**src/sv/mrfe_pkg.sv**
```systemverilog
`timescale 1ns / 1ps
// ----------------------------------------------------------------------------
// mrfe_pkg
// Shared types, constants and the CRC-8 step for the request frame encoder.
// ----------------------------------------------------------------------------
package mrfe_pkg;

    localparam int MAX_DATA_BYTES_DEF = 4;
    localparam int HEADER_LEN         = 12;   // payload bytes ahead of the data bytes
    localparam int CFG_W              = 32;
    localparam int CFG_IDX_W          = 1;

    localparam logic [CFG_IDX_W-1:0] REG_METER_ADDRESS   = 1'b0;
    localparam logic [CFG_IDX_W-1:0] REG_ACCESS_PASSWORD = 1'b1;

    localparam logic [7:0] FRAME_MARK   = 8'hC0;
    localparam logic [7:0] ESC_MARK     = 8'hDB;
    localparam logic [7:0] ESC_FOR_MARK = 8'hDC;
    localparam logic [7:0] ESC_FOR_ESC  = 8'hDD;
    localparam logic [7:0] OPT_BYTE     = 8'h48;
    localparam logic [7:0] SOURCE_ADDR  = 8'd253;
    localparam logic [7:0] SERVICE_BASE = 8'hD0;
    localparam logic [7:0] CRC_POLY     = 8'hB5;

    typedef struct packed {
        logic [15:0] command_code;
        logic [2:0]  data_count;
        logic [31:0] data_word;
    } request_t;

    typedef struct packed {
        logic [7:0] line_byte;
        logic       frame_end;
    } result_t;

    typedef struct packed {
        logic load;
        logic emit_open;
        logic emit_body;
        logic emit_close;
    } ctrl_cmd_t;

    typedef struct packed {
        logic body_last;
    } dp_status_t;

    // CRC-8, MSB first, no reflection
    function automatic logic [7:0] crc8_update(input logic [7:0] crc, input logic [7:0] b);
        logic [7:0] c;
        c = crc ^ b;
        for (int k = 0; k < 8; k++)
        begin
            if (c[7])
                c = {c[6:0], 1'b0} ^ CRC_POLY;
            else
                c = {c[6:0], 1'b0};
        end
        return c;
    endfunction

endpackage

```
**src/sv/mrfe_ctrl.sv**
```systemverilog
`timescale 1ns / 1ps
// ----------------------------------------------------------------------------
// mrfe_ctrl
// Frame sequencer: opening mark, stuffed payload, closing mark.
// ----------------------------------------------------------------------------
module mrfe_ctrl (
    input  logic                   clk,
    input  logic                   rst_n,
    input  logic                   start,
    input  logic                   cmd_nonzero,
    input  mrfe_pkg::dp_status_t   status,
    output mrfe_pkg::ctrl_cmd_t    cmd,
    output logic                   busy
);

    typedef enum logic [3:0] {
        ST_IDLE  = 4'b0001,
        ST_OPEN  = 4'b0010,
        ST_BODY  = 4'b0100,
        ST_CLOSE = 4'b1000
    } state_t;

    state_t state_reg;
    state_t state_next;
    logic   accept;

    assign accept = start && (state_reg == ST_IDLE);
    assign busy   = (state_reg != ST_IDLE);

    always_comb
    begin
        state_next     = state_reg;
        cmd.load       = 1'b0;
        cmd.emit_open  = 1'b0;
        cmd.emit_body  = 1'b0;
        cmd.emit_close = 1'b0;
        case (state_reg)
            ST_IDLE:
            begin
                // a zero command is taken and dropped
                if (accept && cmd_nonzero)
                begin
                    cmd.load   = 1'b1;
                    state_next = ST_OPEN;
                end
            end
            ST_OPEN:
            begin
                cmd.emit_open = 1'b1;
                state_next    = ST_BODY;
            end
            ST_BODY:
            begin
                cmd.emit_body = 1'b1;
                if (status.body_last)
                    state_next = ST_CLOSE;
            end
            ST_CLOSE:
            begin
                cmd.emit_close = 1'b1;
                state_next     = ST_IDLE;
            end
            default:
            begin
                state_next = ST_IDLE;
            end
        endcase
    end

    always_ff @(posedge clk or negedge rst_n)
    begin
        if (!rst_n)
            state_reg <= ST_IDLE;
        else
            state_reg <= state_next;
    end

    a_load_opens: assert property (@(posedge clk) disable iff (!rst_n)
        (accept && cmd_nonzero) |=> (state_reg == ST_OPEN))
        else $error("accepted request did not open a frame");

    a_last_closes: assert property (@(posedge clk) disable iff (!rst_n)
        (state_reg == ST_BODY && status.body_last) |=> (state_reg == ST_CLOSE))
        else $error("last payload beat did not lead to the closing mark");

    a_close_idles: assert property (@(posedge clk) disable iff (!rst_n)
        (state_reg == ST_CLOSE) |=> (state_reg == ST_IDLE))
        else $error("sequencer did not return to idle after closing mark");

endmodule

```
**src/sv/mrfe_datapath.sv**
```systemverilog
`timescale 1ns / 1ps
// ----------------------------------------------------------------------------
// mrfe_datapath
// Config registers, payload byte select, CRC-8 and byte stuffing.
// ----------------------------------------------------------------------------
module mrfe_datapath #(
    parameter int MAX_DATA_BYTES = mrfe_pkg::MAX_DATA_BYTES_DEF
) (
    input  logic                              clk,
    input  logic                              rst_n,
    input  mrfe_pkg::request_t                request,
    input  mrfe_pkg::ctrl_cmd_t               cmd,
    output mrfe_pkg::dp_status_t              status,
    input  logic                              wr_en,
    input  logic [mrfe_pkg::CFG_IDX_W-1:0]    wr_index,
    input  logic [mrfe_pkg::CFG_W-1:0]        wr_data,
    output logic                              strobe,
    output mrfe_pkg::result_t                 result
);

    localparam int IDX_W = $clog2(mrfe_pkg::HEADER_LEN + MAX_DATA_BYTES + 1);

    logic [15:0]      addr_reg;
    logic [31:0]      pwd_reg;
    logic [15:0]      cmd_reg;
    logic [2:0]       cnt_reg;
    logic [31:0]      data_reg;
    logic [IDX_W-1:0] idx_reg;
    logic [IDX_W-1:0] idx_next;
    logic [7:0]       crc_reg;
    logic [7:0]       crc_next;
    logic             esc_pend_reg;
    logic             esc_pend_next;
    logic [7:0]       esc_code_reg;
    logic [7:0]       esc_code_next;
    logic             strobe_reg;
    mrfe_pkg::result_t result_reg;
    mrfe_pkg::result_t result_next;

    logic [2:0]       cnt_sat;
    logic [IDX_W-1:0] last_idx;
    logic [IDX_W-1:0] data_pos;
    logic [7:0]       pay_byte;
    logic             is_mark;
    logic             advance;

    always_comb
    begin
        if (32'(request.data_count) > 32'(MAX_DATA_BYTES))
            cnt_sat = 3'(MAX_DATA_BYTES);
        else
            cnt_sat = request.data_count;
    end

    assign last_idx = IDX_W'(mrfe_pkg::HEADER_LEN) + IDX_W'(cnt_reg);
    assign data_pos = idx_reg - IDX_W'(mrfe_pkg::HEADER_LEN);

    always_comb
    begin
        case (idx_reg)
            IDX_W'(0):  pay_byte = mrfe_pkg::OPT_BYTE;
            IDX_W'(1):  pay_byte = addr_reg[7:0];
            IDX_W'(2):  pay_byte = addr_reg[15:8];
            IDX_W'(3):  pay_byte = mrfe_pkg::SOURCE_ADDR;
            IDX_W'(4):  pay_byte = 8'h00;
            IDX_W'(5):  pay_byte = pwd_reg[7:0];
            IDX_W'(6):  pay_byte = pwd_reg[15:8];
            IDX_W'(7):  pay_byte = pwd_reg[23:16];
            IDX_W'(8):  pay_byte = pwd_reg[31:24];
            IDX_W'(9):  pay_byte = mrfe_pkg::SERVICE_BASE | {5'b0, cnt_reg};
            IDX_W'(10): pay_byte = cmd_reg[15:8];
            IDX_W'(11): pay_byte = cmd_reg[7:0];
            default:
            begin
                if (idx_reg == last_idx)
                    pay_byte = crc_reg;
                else if (data_pos < IDX_W'(4))
                    pay_byte = data_reg[{data_pos[1:0], 3'b000} +: 8];
                else
                    pay_byte = 8'h00;   // beyond the 32-bit data word
            end
        endcase
    end

    assign is_mark = (pay_byte == mrfe_pkg::FRAME_MARK) || (pay_byte == mrfe_pkg::ESC_MARK);
    assign advance = esc_pend_reg || !is_mark;
    assign status.body_last = advance && (idx_reg == last_idx);

    always_comb
    begin
        idx_next               = idx_reg;
        crc_next               = crc_reg;
        esc_pend_next          = esc_pend_reg;
        esc_code_next          = esc_code_reg;
        result_next.line_byte  = mrfe_pkg::FRAME_MARK;
        result_next.frame_end  = 1'b0;
        if (cmd.load)
        begin
            idx_next      = '0;
            crc_next      = 8'h00;
            esc_pend_next = 1'b0;
        end
        if (cmd.emit_close)
            result_next.frame_end = 1'b1;
        if (cmd.emit_body)
        begin
            if (esc_pend_reg)
            begin
                // second half of an escape pair
                result_next.line_byte = esc_code_reg;
                esc_pend_next         = 1'b0;
                idx_next              = idx_reg + IDX_W'(1);
            end
            else
            begin
                crc_next = mrfe_pkg::crc8_update(crc_reg, pay_byte);
                if (is_mark)
                begin
                    result_next.line_byte = mrfe_pkg::ESC_MARK;
                    esc_pend_next         = 1'b1;
                    esc_code_next         = (pay_byte == mrfe_pkg::FRAME_MARK) ?
                                            mrfe_pkg::ESC_FOR_MARK : mrfe_pkg::ESC_FOR_ESC;
                end
                else
                begin
                    result_next.line_byte = pay_byte;
                    idx_next              = idx_reg + IDX_W'(1);
                end
            end
        end
    end

    always_ff @(posedge clk or negedge rst_n)
    begin
        if (!rst_n)
        begin
            addr_reg     <= '0;
            pwd_reg      <= '0;
            idx_reg      <= '0;
            crc_reg      <= '0;
            esc_pend_reg <= 1'b0;
            strobe_reg   <= 1'b0;
        end
        else
        begin
            if (wr_en && wr_index == mrfe_pkg::REG_METER_ADDRESS)
                addr_reg <= wr_data[15:0];
            if (wr_en && wr_index == mrfe_pkg::REG_ACCESS_PASSWORD)
                pwd_reg <= wr_data;
            idx_reg      <= idx_next;
            crc_reg      <= crc_next;
            esc_pend_reg <= esc_pend_next;
            strobe_reg   <= cmd.emit_open || cmd.emit_body || cmd.emit_close;
        end
    end

    always_ff @(posedge clk)
    begin
        if (cmd.load)
        begin
            cmd_reg  <= request.command_code;
            cnt_reg  <= cnt_sat;
            data_reg <= request.data_word;
        end
        esc_code_reg <= esc_code_next;
        result_reg   <= result_next;
    end

    assign strobe = strobe_reg;
    assign result = result_reg;

    a_pend_after_esc: assert property (@(posedge clk) disable iff (!rst_n)
        esc_pend_reg |-> (strobe_reg && result_reg.line_byte == mrfe_pkg::ESC_MARK))
        else $error("escape pending without an escape beat on the line");

    a_pend_once: assert property (@(posedge clk) disable iff (!rst_n)
        (esc_pend_reg && cmd.emit_body) |=> !esc_pend_reg)
        else $error("escape pair not completed in the next beat");

    a_end_is_mark: assert property (@(posedge clk) disable iff (!rst_n)
        (strobe_reg && result_reg.frame_end) |-> (result_reg.line_byte == mrfe_pkg::FRAME_MARK))
        else $error("frame end flagged on a byte other than the frame mark");

endmodule

```
**src/sv/meter_request_frame_encoder_unit.sv**
```systemverilog
`timescale 1ns / 1ps
// ----------------------------------------------------------------------------
// meter_request_frame_encoder_unit
// Builds a stuffed request frame with CRC-8 and sends it one byte a cycle.
// ----------------------------------------------------------------------------
// The edge that accepts start moves the sequencer to its opening state; the opening
// mark is then strobed from the output register. Throughput: one line byte per cycle;
//   a request of N line bytes (15 to 32) keeps busy high from its opening to its closing
//   state, so the byte sequencer driving the single output register takes a new request
//   only after the last is done. A zero command is accepted and produces no beats.
// Reset clears the sequencer and both config registers; the receiver cannot stall.
module meter_request_frame_encoder_unit #(
    parameter int MAX_DATA_BYTES = mrfe_pkg::MAX_DATA_BYTES_DEF
) (
    input  logic                              clk,
    input  logic                              rst_n,
    input  logic                              start,
    input  mrfe_pkg::request_t                request,
    output logic                              busy,
    output logic                              strobe,
    output mrfe_pkg::result_t                 result,
    input  logic                              wr_en,
    input  logic [mrfe_pkg::CFG_IDX_W-1:0]    wr_index,
    input  logic [mrfe_pkg::CFG_W-1:0]        wr_data
);

    mrfe_pkg::ctrl_cmd_t  cmd;
    mrfe_pkg::dp_status_t status;
    logic                 cmd_nonzero;

    assign cmd_nonzero = |request.command_code;

    mrfe_ctrl u_ctrl (
        .clk         (clk),
        .rst_n       (rst_n),
        .start       (start),
        .cmd_nonzero (cmd_nonzero),
        .status      (status),
        .cmd         (cmd),
        .busy        (busy)
    );

    mrfe_datapath #(
        .MAX_DATA_BYTES (MAX_DATA_BYTES)
    ) u_datapath (
        .clk      (clk),
        .rst_n    (rst_n),
        .request  (request),
        .cmd      (cmd),
        .status   (status),
        .wr_en    (wr_en),
        .wr_index (wr_index),
        .wr_data  (wr_data),
        .strobe   (strobe),
        .result   (result)
    );

endmodule
```
**config.mk**
```make
export PLATFORM = sky130hd
export DESIGN_NAME = meter_request_frame_encoder_unit
export DESIGN_NICKNAME = d
export VERILOG_FILES = /design/src/sv/mrfe_pkg.sv /design/src/sv/mrfe_ctrl.sv /design/src/sv/mrfe_datapath.sv /design/src/sv/meter_request_frame_encoder_unit.sv
export SDC_FILE = /design/constraint.sdc
export NUM_CORES = 1
export LEC_CHECK = 0
export ABC_CLOCK_PERIOD_IN_PS = 3400
export BUFFER_PORTS_ARGS = -buffer_cell sky130_fd_sc_hd__buf_2
export CORE_ASPECT_RATIO = 0.8
export CORE_MARGIN = 4
export CORE_UTILIZATION = 35
export CTS_BUF_LIST = sky130_fd_sc_hd__clkbuf_4 sky130_fd_sc_hd__clkbuf_8
export DETAILED_ROUTE_END_ITERATION = 7
export GPL_TIMING_DRIVEN = 1
export PLACE_DENSITY = 0.6
export SYNTH_ARGS = -nofsm -noshare
export SYNTH_HDL_FRONTEND = slang
export SYNTH_SLANG_ARGS = --single-unit
```
**constraint.sdc**
```tcl
create_clock -name clk -period 3.4 [get_ports clk]
set_input_delay 1.02 -clock clk [delete_from_list [all_inputs] [get_ports clk]]
set_output_delay 1.02 -clock clk [all_outputs]
set_load 0.1 [all_outputs]
```
==> flow_summary.ini, run 1 <==
[outcome]
outcome = completed

[drt]
ant_nets = 0
drcViolationCount = 0
drt_wl_total_mm = 15.3
vias = 4317
drt_iter0_drc = 348
wl_per_cell_um = 19.0
dr.pass1.iters = 6
vias_per_cell = 5.35

[final_layout]
multiInputGateArea_um2 = 2500
final_nets = 665
fill_cells = 1597
final_util = 0.423
n_antenna_cell = 0
drive_above_1_share = 0.399
synthToLayoutAreaGrowth_pct = 19.1
regArea_um2 = 3420

[worst_hold_path]
min_to = u_datapath.pwd_reg[4]
hold_class = reg -> reg
hold_start = u_datapath.pwd_reg[4]
hold_depth = 1

[pwr]
powerDensity_nw_per_um2 = 731
p_leak_uw = 0.00303
p_clk_frac = 0.232
power_frac_seq = 0.403
vdd_ir_drop_max_mv = 0.355
p_comb_frac = 0.365
power_uw = 5340
power.switching_uw = 1910
p_sw_frac = 0.357
cell_internal_pwr_uw = 3430

[timing]
skew_ns = 0.0118
drv_slew = 0
setup_viol = 0
max_slew_margin = 0.283
min_period_ns = 3.20
fmax_mhz = 313
hold_viol_final = 0
timing.final.crit_share = 0.941
worst_pin_slew_ns = 1.08
rsz0062_at_grt = false
worst_slack_ns = 0.200
finalSetupTns_ns = 0

[worst_setup_path]
ff2ff_path_depth = 10
r2r_slack_ns = 0.20
cpMostUsedCell = o21ai_2
cpPeakStageDelay_ns = 0.46
crit_type = reg -> reg
cp_max_fo = 8
r2r-start = u_datapath.idx_reg[2]
required_ns = 3.74
crit_chain = inv_1 > ha_2 > nor2b_1 > nand2_1 > o31ai_1 > a21oi_1 > nor4_1 > o21ai_2 > o21ai_2 > mux2_4
regToRegEndpoint = u_datapath.idx_reg[1]
critPathArrivalTime_ns = 3.54
critPathLaunchType = flop
cpMaxStageDelayCell = dfrtp_1
critPathCaptureType = flop

[floorplan]
core_area_um2 = 17300
die_x_um = 156
dieArea_um2 = 19700
initial_core_util = 0.355
core.rowCount = 43
ios = 99
die_y_um = 126

[placed_design]
pre_cts_slack_ns = 0.159
gp_congestion = 0.861
portBuffers = 98
dpl.hpwl_mm = 11.3

[synthesis]
synthCells = 460
syn_nets = 556
synth_commonest_cells = 66 x dfrtp_1, 52 x edfxtp_1, 51 x mux2_2
ys_top_cells_by_area = dfrtp_1 27%, edfxtp_1 25%, mux2_2 9.4%
avgSynthCellArea_um2 = 13.3
ys.flop_type = dfrtp_1
netlist.area_leader.share = 0.269
async_flop_share = 0.523
synthDistinctLibCells = 66
yosysMostFrequentCell = dfrtp_1
yosysSeqAreaShare = 0.558
syn_area_um2 = 6130
synth_top_cell_by_area = dfrtp_1
synth_edf_count = 52
yosysWarnings = 0
ys_seq_elements = 128

[global_routing]
grt_pass1_wl_mm = 24.2
grt-ovfl-total = 0
antenna_found_initial = 0
grt_pass1_vias = 4373
grt_use_total = 0.160
grt_max_degree = 53

[clocking]
holdBufCountCts = 0
numCtsBuffers = 17
htreeDepth = 4
clock_latency_ns = 0.45
cts.clk_slew.worst_paths_ns = 0.08
cts_root_buf = clkbuf_8
clock-sinks = 128
clock_path_buffers = 2
cts_tree = built

[run]
max_cap_violations = 0
-- metal layers --
metal  wire [um]  track usage  vias up  share of wire
met5           0            0        -              0
li1            -            -     1998              -
met3        1190       0.0495       16          0.078
met1        7330        0.235     2131           0.48
met2        6640        0.226      172           0.43
met4         167       0.0489        0          0.011
-- power by group through the flow --
stage / Combinational (uW) / Clock, uW / Sequential [uW]
floorplan: 1420 / 0 / 2160
global route: 2120 / 1340 / 2180
CTS: 1950 / 1280 / 2150
global placement: 1890 / 0 / 2170
detailed placement: 1940 / 0 / 2180
finish: 1950 / 1240 / 2150
-- timing repair --
item,CTS,global route
endpoints found under the setup margin,0,7
buffers inserted,0,1
gates resized for setup,0,4
-- through the flow --
stage,hold slack (ns),instances,area [um2]
after floorplan,0.479,460,6130
after global placement,0.491,774,6920
after detailed placement,0.496,774,6920
after CTS,0.518,806,7290
after global routing,0.531,807,7310
final,0.514,807,7310
-- cells in the final DEF, fill, tap and decap left out, types with 6 or more instances in the layout --
| cell type | synthesis | layout |
|---|---|---|
| clkbuf_8 | 0 | 17 |
| o2111ai_1 | 6 | 6 |
| a21oi_1 | 14 | 13 |
| nor3_1 | 8 | 8 |
| edfxtp_1 | 52 | 52 |
| o31ai_1 | 7 | 7 |
| dfxtp_1 | 9 | 9 |
| xnor2_1 | 7 | 7 |
| xor2_1 | 7 | 7 |
| nor4_1 | 6 | 6 |
| a22o_1 | 11 | 11 |
| dfrtp_1 | 66 | 66 |
| buf_4 | 2 | 22 |
| inv_1 | 16 | 15 |
| mux2_2 | 51 | 51 |
| a222oi_1 | 10 | 10 |
| nand3_1 | 9 | 9 |
| mux2i_1 | 14 | 14 |
| nor2_1 | 8 | 8 |
| nand2_1 | 17 | 17 |
| buf_2 | 9 | 98 |
| o21ai_0 | 12 | 12 |
-- worst max path at each step --
stage                                startpoint                    end  slack, ns  cells past startpoint
after CTS                 u_datapath.idx_reg[2]  u_datapath.crc_reg[4]       0.13                     10
final                     u_datapath.idx_reg[2]  u_datapath.idx_reg[1]       0.20                     10
after global placement    u_datapath.idx_reg[2]  u_datapath.crc_reg[4]       0.24                     10
after detailed placement  u_datapath.idx_reg[2]  u_datapath.crc_reg[4]       0.16                     10
after floorplan           u_datapath.idx_reg[1]  u_datapath.crc_reg[1]       0.35                     12
after global routing      u_datapath.idx_reg[1]    u_ctrl.state_reg[3]       0.03                     12
-- cell families (layout without fill, tap and decap cells) --
| group | count (synthesis) | after routing | synth area share |
|---|---|---|---|
| adders and majority gates | 8 | 8 | 0.0163 |
| muxes | 72 | 72 | 0.140 |
| AOI/OAI and AO/OA | 114 | 114 | 0.143 |
| and+or+nand+nor | 69 | 69 | 0.0612 |
| xor gates and xnor gates | 22 | 22 | 0.0457 |
| buffers and inverters | 47 | 169 | 0.0367 |
| DFF | 128 | 128 | 0.558 |
-- final cells by class --
type,instances,area share
repair buffers,121,0.0925
clock inverters,15,0.0185
clock buffers,17,0.0320
well taps,225,0.0385
inverters,16,0.00822
multi-input cells,285,0.342
flip-flops and latches,128,0.468
-- worst max-delay path, delay by kind of cell (launching register included) --
family	cells	cell delay [ns]
DFF	1	0.46
buffers and inverters	1	0.15
muxes	1	0.31
AOI/OAI and AO/OA	4	1.07
and+or+nand+nor	3	0.81
adders and majority gates	1	0.29
Power figures use the tool's default switching activity.
==> inputs of run 2 (changes only) <==
==> constraint.sdc (replaced) <==
create_clock -name clk -period 3.4 [get_ports clk]
set_input_delay 0 -clock clk [delete_from_list [all_inputs] [get_ports clk]]
set_output_delay 0 -clock clk [all_outputs]
set_load 0.1 [all_outputs]
==> run 2 against run 1 <==
Net effect: setup slack better by 0.032 ns; clock skew grew 0.0014 ns; maximum frequency increased by 1.0%; first-iteration DRC count grew 22%; die area did not move; via count is 8.2% higher; clock-buffer cell count increased by 2; global-route usage up 1.8 points; cell count up 10%; register-to-register slack improved by 0.03 ns; non-clock buffer count rose by 83; cell area up 11%; largest cell class unchanged; largest power group unchanged.
==> flow_summary.ini, run 2 (synthesized netlist as in run 1, its figures left out) <==
[outcome]
outcome = completed

[clocking]
htreeDepth = 4
cts_tree = built
cts_root_buf = clkbuf_8
clock_latency_ns = 0.45
clock_path_buffers = 2
post_cts_buffers = 0
numCtsBuffers = 17
cts.clk_slew.worst_paths_ns = 0.08
clock-sinks = 128

[drt]
dr.pass1.iters = 5
drt_iter0_drc = 425
ant_nets = 0
drcViolationCount = 0
vias_per_cell = 5.25
drt_wl_total_mm = 16.8
wl_per_cell_um = 18.9
vias = 4673

[worst_hold_path]
hold_class = in -> async

[timing]
max_slew_margin = 0.400
timing.hold.ws_ns = 0.0523
drv_slew = 0
worst_pin_slew_ns = 0.896
min_period_ns = 3.17
skew_ns = 0.0132
hold_viol_final = 0
worst_slack_ns = 0.232
finalSetupTns_ns = 0
timing.final.crit_share = 0.932
setup_viol = 0
fmax_mhz = 316
rsz0062_at_grt = false

[floorplan]
die_x_um = 156
dieArea_um2 = 19700
core_area_um2 = 17300
core.rowCount = 43
initial_core_util = 0.355
die_y_um = 126
ios = 99

[pwr]
power_frac_seq = 0.399
p_leak_uw = 0.00337
cell_internal_pwr_uw = 3460
powerDensity_nw_per_um2 = 664
p_sw_frac = 0.359
p_clk_frac = 0.223
p_comb_frac = 0.378
vdd_ir_drop_max_mv = 0.361
power.switching_uw = 1930

[placed_design]
pre_cts_slack_ns = 0.190
gp_congestion = 0.886
dpl-instance-area_um2 = 6910
portBuffers = 98
placed_cells = 773
dpl.hpwl_mm = 11.5

[final_layout]
layout_common_cells = 98 x buf_2, 85 x dlygate4sd3_1, 66 x dfrtp_1, 52 x edfxtp_1, 51 x mux2_2
final_common_cell = buf_2
fin_area_um2 = 8130
n_antenna_cell = 0
synthToLayoutAreaGrowth_pct = 32.6
final_nets = 748
drive_above_1_share = 0.347
layoutNonFillerInstCount = 890

[global_routing]
grt-ovfl-total = 0
grt_max_degree = 52
grt_pass1_vias = 4879
grt_use_total = 0.178
antenna_found_initial = 0
grt_pass1_wl_mm = 26.9

[worst_setup_path]
critPathLaunchType = flop
crit_type = reg -> reg
r2r-start = u_datapath.idx_reg[1]
crit_path_start = u_datapath.idx_reg[1]
required_ns = 3.77
critPathArrivalTime_ns = 3.53
critPathCaptureType = flop
cp_max_fo = 7

[run]
max_cap_violations = 0
## run 2: critical path, cell delays in order (launching register included)
cell,delay (ns)
dfrtp_1,0.41
inv_1,0.11
ha_1,0.31
buf_4,0.21
a222oi_1,0.60
o32a_1,0.24
o21ai_1,0.12
a211o_1,0.25
o21a_1,0.15
xnor2_2,0.22
xnor3_1,0.35
o21ai_1,0.12
## run 2: per-layer routing
metal	vias up	track usage	wire, um
met2	172	0.277	7740
li1	2170	-	-
met5	-	0	0
met3	15	0.0597	1290
met1	2316	0.238	7550
met4	0	0.0489	205
## run 2: power by group through the flow
| stage | registers, uW | clock network [uW] | logic [uW] |
|---|---|---|---|
| after global routing | 2180 | 1300 | 2220 |
| after floorplan | 2160 | 0 | 1420 |
| final | 2150 | 1200 | 2040 |
| after global placement | 2170 | 0 | 1920 |
| after detailed placement | 2180 | 0 | 1950 |
| after CTS | 2150 | 1230 | 2040 |
## run 2: metrics by stage
step,power [uW],utilization
floorplan,3580,-
global placement,4090,0.400
detailed placement,4130,0.400
CTS,5420,0.470
global route,5710,0.471
finish,5400,0.471
## run 2: final cells by class
class	instances	area, um2
fill	1523	9140
sequential	128	3420
multi-input combinational	285	2500
timing repair buffer	204	1510
tap	225	282
clock buffer	19	255
clock inverter	13	101
inverter	16	60.1
## run 2: final timing paths
path	to	slack (ns)	depth (start not counted)
setup reg to reg	u_datapath.crc_reg[4]	0.23	11
max in group asynchronous	u_ctrl.state_reg[0]	2.51	3
setup / recovery	u_datapath.crc_reg[4]	0.23	11
hold reg to reg	u_datapath.addr_reg[2]	0.51	1
hold / removal	u_datapath.pwd_reg[24]	0.05	2
min in group clk	u_datapath.addr_reg[13]	0.10	3
## run 2: what timing repair did
item                                    in CTS  in global routing
endpoints found under the setup margin       0                  8
hold buffers                                85                  0
hold endpoints to repair                   137                  0
resized for setup                            0                  6
==> inputs of run 3 (changes only) <==
--- a/config.mk
+++ b/config.mk
@@ -14,6 +14,7 @@
 export DETAILED_ROUTE_END_ITERATION = 7
 export GPL_TIMING_DRIVEN = 1
 export PLACE_DENSITY = 0.6
+export SETUP_SLACK_MARGIN = 0.3
 export SYNTH_ARGS = -nofsm -noshare
 export SYNTH_HDL_FRONTEND = slang
 export SYNTH_SLANG_ARGS = --single-unit
==> run 3 against run 2 <==
Net effect: hold slack about the same; die area unchanged; cell area increased by 2.3%; maximum frequency increased by 4.2%; sequential share of layout area decreased by 0.89 points; routed wire length increased by 0.82%; core utilization increased by 1.1 points; sequential power about the same; register-to-register slack improved by 0.13 ns.
==> flow_summary.ini, run 3 (synthesized netlist as in run 1, its figures left out) <==
[outcome]
outcome = completed

[worst_hold_path]
hold_class = in -> async

[final_layout]
synthToLayoutAreaGrowth_pct = 35.6
final_nets = 753
fill_cells = 1519
n_antenna_cell = 0
final_common_cell = buf_2
layoutNonFillerInstCount = 895
regArea_um2 = 3420
drive_above_1_share = 0.387
fin_area_um2 = 8320
layout_common_cells = 98 x buf_2, 85 x dlygate4sd3_1, 63 x dfrtp_1, 52 x edfxtp_1, 51 x mux2_2
multiInputGateArea_um2 = 2640

[timing]
drv_slew = 0
max_slew_margin = 0.421
fmax_mhz = 329
min_period_ns = 3.04
hold_viol_final = 0
finalSetupTns_ns = 0
timing.final.crit_share = 0.895
skew_ns = 0.0127
rsz0062_at_grt = true
worst_pin_slew_ns = 0.865
setup_viol = 0

[clocking]
htreeDepth = 4
cts_tree = built
cts_root_buf = clkbuf_8
numCtsBuffers = 17
cts.clk_slew.worst_paths_ns = 0.08
clock_latency_ns = 0.45
clock-sinks = 128
clock_path_buffers = 2

[placed_design]
gp_congestion = 0.886
dpl.hpwl_mm = 11.5
portBuffers = 98
placed_cells = 773
dpl-instance-area_um2 = 6910

[global_routing]
grt_use_total = 0.178
grt-ovfl-total = 0
grt_pass1_wl_mm = 27.0
grt_max_degree = 52
antenna_found_initial = 0
grt_pass1_vias = 4882

[drt]
wl_per_cell_um = 18.9
dr_wl_met2_mm = 7.89
dr.pass1.iters = 8
top_layer = met4
drt_wl_total_mm = 16.9
drcViolationCount = 0
ant_nets = 0
vias = 4700
vias_per_cell = 5.25
drt_iter0_drc = 422
met1_length_mm = 7.39
wl_met3_mm = 1.43

[worst_setup_path]
cpPeakStageDelay_ns = 0.59
r2r-start = u_datapath.idx_reg[0]
cpMaxStageDelayCell = a222oi_1
critPathArrivalTime_ns = 3.41
crit_type = reg -> reg
crit_buf_inv = 2
crit_chain = inv_1 > ha_4 > buf_4 > a222oi_1 > o32a_1 > o21ai_2 > a211o_1 > o21a_1 > xnor2_2 > xnor3_1 > o21ai_1
r2r_slack_ns = 0.36
critPathCaptureType = flop
critPathLaunchType = flop
crit_path_start = u_datapath.idx_reg[0]
required_ns = 3.77
ff2ff_path_depth = 11
regToRegEndpoint = u_datapath.crc_reg[4]
path_delay_family = compound AO/OA/AOI/OAI gates
path_depth = 11
cp_max_fo = 7

[floorplan]
die_y_um = 126
core.rowCount = 43
ios = 99
die_x_um = 156
core_area_um2 = 17300
initial_core_util = 0.355
dieArea_um2 = 19700

[pwr]
p_leak_uw = 0.00341
powerDensity_nw_per_um2 = 662
vdd_ir_drop_max_mv = 0.363

[run]
max_cap_violations = 0
## run 3: timing repair
action | in CTS | in global routing
pin swaps | 0 | 3
setup buffers | 0 | 5
gates resized for setup | 8 | 29
setup endpoints to repair | 12 | 17
hold buffers | 85 | 0
endpoints found under the hold margin | 137 | 0
## run 3: worst max-delay path by stage
stage               slack (ns)                     to
floorplan                 0.35  u_datapath.crc_reg[1]
global placement          0.24  u_datapath.crc_reg[0]
detailed placement        0.19  u_datapath.crc_reg[4]
CTS                       0.31  u_datapath.idx_reg[1]
global route              0.24  u_datapath.idx_reg[3]
finish                    0.36  u_datapath.crc_reg[4]
## run 3: cell type report
cell class	instances	share of cell area
Clock buffer	19	0.0307
Clock inverter	13	0.0122
Inverter	16	0.00722
Multi-Input combinational cell	285	0.318
Sequential cell	128	0.412
Tap cell	225	0.0339
Timing Repair Buffer	209	0.187
## run 3: worst reg2reg max path, stage by stage, from the launching register on
cell and delay [ns]:
dfrtp_2 0.43, inv_1 0.14, ha_4 0.22, buf_4 0.17
a222oi_1 0.59, o32a_1 0.25, o21ai_2 0.08, a211o_1 0.24
o21a_1 0.15, xnor2_2 0.21, xnor3_1 0.35, o21ai_1 0.12
## run 3: per-layer routing
metal	vias up	GRT usage
met5	-	0
li1	2176	-
met2	170	0.277
met1	2338	0.239
met4	0	0.0489
met3	16	0.0597
## run 3: power breakdown
part	internal [uW]	switching (uW)
clock network	542	656
registers	1960	202
logic	1030	1120
## run 3: per-stage QoR
stage	total power [uW]	setup WS (ns)	hold WS, ns	util
finish	5510	0.359	0.0528	0.481
CTS	5420	0.310	0.0150	0.472
floorplan	3580	0.346	-0.296	-
detailed placement	4130	0.190	-0.0171	0.400
global route	5820	0.236	0.0736	0.481
global placement	4090	0.244	-0.0238	0.400
